`config.mk`:
```
export PLATFORM = sky130hd
export DESIGN_NAME = mtf_ctrl
export DESIGN_NICKNAME = d
export VERILOG_FILES = /design/src/hw/rtl/mtf_pkg.sv /design/src/hw/rtl/mtf_ctrl.sv
export SDC_FILE = /design/constraint.sdc
export NUM_CORES = 1
export LEC_CHECK = 0
export BUFFER_PORTS_ARGS = -buffer_cell sky130_fd_sc_hd__buf_2
export CORE_AREA = 4 4 41 43
export CTS_BUF_LIST = sky130_fd_sc_hd__clkbuf_8 sky130_fd_sc_hd__clkbuf_16
export DETAILED_ROUTE_END_ITERATION = 16
export DIE_AREA = 0 0 45 47
export GPL_ROUTABILITY_DRIVEN = 0
export PLACE_DENSITY_LB_ADDON = 0.1
export SLEW_MARGIN = 20
export SYNTH_ARGS = -nofsm -noshare
export SYNTH_HDL_FRONTEND = slang
export SYNTH_SLANG_ARGS = --single-unit
```
`constraint.sdc`:
```
create_clock -name clk -period 2.15 [get_ports clk]
set_clock_uncertainty 0.05 [all_clocks]
set_input_delay 0.43 -clock clk [delete_from_list [all_inputs] [get_ports clk]]
set_output_delay 0.43 -clock clk [all_outputs]
set_load 0.05 [all_outputs]
```
`src/hw/rtl/mtf_pkg.sv`:
```
// ----------------------------------------------------------------------------
// mtf_pkg
// Shared types and constants for the byte move-to-front codec.
// ----------------------------------------------------------------------------
package mtf_pkg;

  localparam int DATA_W     = 8;
  localparam int GROUP_SIZE = 16;
  localparam int LOCAL_W    = 4;

  // Operation codes
  localparam logic OP_ENCODE = 1'b0;
  localparam logic OP_DECODE = 1'b1;

  // Encode result for a byte that is not in the list
  localparam logic [DATA_W-1:0] ABSENT_CODE = 8'hFF;

  // Controller to datapath commands
  typedef struct packed {
    logic capture;   // take the input item, reload identity order if first
    logic match;     // register per-entry hit vector
    logic group;     // register per-group hit, local position and value
    logic select;    // register final position, value and found flag
    logic move;      // write the result and rotate the list
  } cmd_t;

endpackage

```
`src/hw/rtl/mtf_ctrl.sv`:
```
// ----------------------------------------------------------------------------
// mtf_ctrl
// Sequencer: steps each item through match, group reduce, select and move,
// and owns the output valid flag.
// ----------------------------------------------------------------------------
module mtf_ctrl (
  input  logic          clk,
  input  logic          rst,
  input  logic          in_valid,
  output logic          in_ready,
  output logic          out_valid,
  input  logic          out_ready,
  output mtf_pkg::cmd_t cmd
);
  import mtf_pkg::*;

  typedef enum logic [2:0] {
    S_IDLE,
    S_MATCH,
    S_GROUP,
    S_SELECT,
    S_MOVE
  } state_t;

  state_t state;
  logic   slot_free;

  // No item is taken while reset is held
  assign in_ready  = (state == S_IDLE) && !rst;
  assign slot_free = !out_valid || out_ready;

  // Command decode
  always_comb begin
    cmd.capture = in_valid && in_ready;
    cmd.match   = (state == S_MATCH);
    cmd.group   = (state == S_GROUP);
    cmd.select  = (state == S_SELECT);
    cmd.move    = (state == S_MOVE) && slot_free;
  end

  // State and output valid
  always_ff @(posedge clk) begin
    if (rst) begin
      state     <= S_IDLE;
      out_valid <= 1'b0;
    end else begin
      if (cmd.move) begin
        out_valid <= 1'b1;
      end else if (out_ready) begin
        out_valid <= 1'b0;
      end
      case (state)
        S_IDLE:   if (in_valid) state <= S_MATCH;
        S_MATCH:  state <= S_GROUP;
        S_GROUP:  state <= S_SELECT;
        S_SELECT: state <= S_MOVE;
        S_MOVE:   if (slot_free) state <= S_IDLE;
        default:  state <= S_IDLE;
      endcase
    end
  end

endmodule

```
== Word level (Yosys, flattened, before mapping) ==
Cells that the tools add are included.

* Bits in latches: 0
* Register bits after elaboration: 4
* Memories kept: 0
* Word-level logic and storage cells: 22
* RAM bits: 0
* Memory bits (read-only): 0
* Input bits: 4

* $lt $le $gt $ge: 0
* $add $sub $neg: 0
* Mux-type cells: 5
* Divide/modulo/power cells: 0
* Reductions and logical operators: 9
* Equality and inequality tests: 6
* $mul: 0
* Bitwise operators: 0
* Shifts and indexed selects: 0

{| class="wikitable"
|+ Operators with widths
! operator !! count
|-
| one-hot mux 3 bit (5 select lines) || 1
|-
| equality test 3 x 2 -> 1 bit, second input constant || 2
|-
| two-way mux 3 bit || 2
|-
| != test 2 bit, second input constant || 2
|-
| equality test 3 x 1 -> 1 bit, second input constant || 1
|-
| equality test 3 bit, second input constant || 1
|-
| logical AND 1 bit || 3
|-
| zero test 3 bit || 1
|-
| zero test 1 bit || 2
|-
| two-way mux 1 bit || 2
|-
| AND reduction 2 bit || 1
|-
| nonzero test 2 bit || 1
|-
| logical OR 1 bit || 1
|}

== Depth between registers and ports, before layout ==
* Word-level depth: 4
* Mapped depth: 2
* Gate-level depth less buffers: 2

== Worst setup path after synthesis ==
Ideal clock, no wire load.

* Path kind: reg2out
* Start: register state[0]
* End: output port cmd[4] (netlist bit)
* Arrival time: 2.554 ns
* Stages on the path, launching flop included: 3
* Slack: -0.884 ns
* Path through: dfxtp_1 -> nor4_1 -> and2_1

{| class="wikitable"
|+ RTL lines
! item !! line !! RTL
|-
| start, declared || mtf_ctrl.sv:25 || <nowiki>state_t state;</nowiki>
|-
| start signal, assigned || mtf_ctrl.sv:44 || <nowiki>state <= S_IDLE;</nowiki>
|-
| start signal, assigned || mtf_ctrl.sv:53 || <nowiki>S_IDLE: if (in_valid) state <= S_MATCH;</nowiki>
|-
| start signal, assigned || mtf_ctrl.sv:54 || <nowiki>S_MATCH: state <= S_GROUP;</nowiki>
|-
| end, declared || mtf_ctrl.sv:13 || <nowiki>output mtf_pkg::cmd_t cmd</nowiki>
|}

==> metrics.txt <==
outcome completed; DP Area 278 um^2; Setup TNS Final 0 ns; global-route wire length before repair 772 um; share of cells above drive strength 1 53.1%; CP Max Fanout 8; Leak Pwr 0.140 nW; post-synth cell types 14; die area 0.00212 mm^2; WP buf/inv 1; Worst VDD drop 0.234 mV; DR DRC count 0; critical path arrival 1.52 ns; fmax 500 MHz; post-detailed-routing wire length 484 um; Hold WS 0.435 ns; via count of the routed design 199; number of antenna repair diodes 0; Worst Setup End Kind output port; clock sinks 4; final worst path period share 92.9%; worst relative slew slack 78.8%; critical path type reg -> out; Mapped Cells 19; Design Area, Final 319 um^2; mapped cell area 194 um^2; filler cell count 156; Clock Tree Buf Depth 2; Initial Util 14.9%; CTS resizes 0; slowest CP cell dfxtp_1; die width 45 um; Final #Nets 38; Synth area leader dfxtp_1; largest net degree at the start of global routing 9; max-cap viol count 0; worst-margin pin slew 0.317 ns; Clock transition at path regs 0.03 ns; TritonRoute pass-1 iters 1; worst min path class in -> reg; Placement Setup Slack 0.360 ns; Power Dens Cells 993 mW/mm^2; CTS tree yes; setup violators final 0; wire per inst 10.3 um; I/O pins 11; unrepaired setup endpoints after global routing no; Final Worst Setup Slack 0.152 ns; Synth area leaders dfxtp_1, nor3b_1, nor4_1, o31ai_2, or3b_4; First DRT Iteration DRCs 0; Rows 13; Crit path max-delay family simple AND/OR/NAND/NOR gates; input/output buffers 10; min cycle time layout 2.00 ns; Synth top area share 41.3%; vias in the first global route 188; critical path data required time 1.67 ns; final core utilization 24.5%; H-Tree Depth 1; crit-path cells or3b_4 -> nor2b_1 -> buf_2; Syn-to-layout area delta 64.5%; Seq/Total Area, Yosys 41.3%; crit start category flip-flop; Fin. Hold Viols 0; Syn. warnings 0; Hold Buf Count CTS 0; vias per inst 4.23; worst-skew pair later-pin latency 0.21 ns; DRT antenna net count 0; core area 0.00130 mm^2; post-CTS setup repair buffer count 0; Die Y 47 um; syn_nets 23; total CTS buffers 3; syn avg cell area 10.2 um^2; post-synthesis register bit count 4; Pins Over Slew Limit 0; GRT Total Usage 5.99%; initial antenna violation count 0; clock root buffer clkbuf_8; total gr overflow 0; CP peak stage delay 0.47 ns
## synth_stat cells
| master | instances |
|---|---|
| nor2b_1 | 1 |
| o31ai_2 | 1 |
| and2_1 | 1 |
| nor3b_1 | 2 |
| nor4_1 | 2 |
| nand2b_1 | 1 |
| or3b_4 | 1 |
| dfxtp_1 | 4 |
| nor2_1 | 1 |
| or4bb_1 | 1 |
| nor3_1 | 1 |
| and3b_2 | 1 |
| a21oi_1 | 1 |
| xnor2_1 | 1 |
## path summary, 6_finish.rpt
check | depth (start not counted) | slack (ns) | to | startpoint
worst min-delay path | 2 | 0.44 | out_valid$_SDFFE_PP0P_ | rst
worst min register to register | 2 | 0.48 | state[2]$_SDFFE_PP0P_ | out_valid$_SDFFE_PP0P_
worst max-delay path | 3 | 0.15 | cmd[0] | state[2]$_SDFFE_PP0P_
worst max register to register | 2 | 0.92 | state[2]$_SDFFE_PP0P_ | state[0]$_SDFFE_PP0P_
## metal layers
layer	GRT usage [%]	up-vias	wire, um
li1	-	98	-
met1	6.11	84	229
met3	1.15	4	41
met2	7.06	13	178
met5	0	-	0
met4	12.3	0	36
## worst register-to-register path, cell delays in order, from the launching register on
cell	delay [ns]
dfxtp_1	0.49
or4bb_1	0.53
o31ai_2	0.07
## registers in the layout, indices dropped and copies added, names as in the netlist
register and flops:
out_valid 1, state 3
## cell families after synthesis
logic type | share of synthesized area, %
xor gates and xnor gates | 4.52
DFF | 41.3
AOI/OAI and AO/OA | 9.03
and+or+nand+nor | 45.2
## area by class of cell
class | count | area, um^2 | share of cell area (%)
Multi-Input combinational cell | 15 | 129 | 40.4
Sequential cell | 4 | 80.1 | 25.1
Tap cell | 15 | 18.8 | 5.88
Timing Repair Buffer | 10 | 50.0 | 15.7
Clock buffer | 3 | 41.3 | 12.9
## stage by stage
stage / total power, mW / cells
global placement: 0.162 / 44
floorplan: 0.144 / 19
CTS: 0.326 / 47
global route: 0.338 / 47
finish: 0.317 / 47
detailed placement: 0.161 / 44
## placed cells by master, fill, tap and decap left out
| cell | netlist | routed |
|---|---|---|
| dfxtp_1 | 4 | 4 |
| nor4_1 | 2 | 1 |
| xnor2_1 | 1 | 1 |
| or4bb_1 | 1 | 1 |
| nor2_1 | 1 | 1 |
| buf_2 | 0 | 10 |
| and3b_2 | 1 | 1 |
| o31ai_2 | 1 | 1 |
| a21oi_1 | 1 | 1 |
| nor4_4 | 0 | 1 |
| clkbuf_8 | 0 | 3 |
| and2_1 | 1 | 1 |
| nor3_1 | 1 | 1 |
| nor3b_1 | 2 | 2 |
| nor2b_1 | 1 | 1 |
| nand2b_1 | 1 | 1 |
| or3b_4 | 1 | 1 |
## power breakdown
group | switching, mW | internal, mW
clock network | 0.0377 | 0.119
registers | 0.0117 | 0.0799
logic | 0.0459 | 0.0223
No activity file was read; power rests on OpenSTA's default activity.
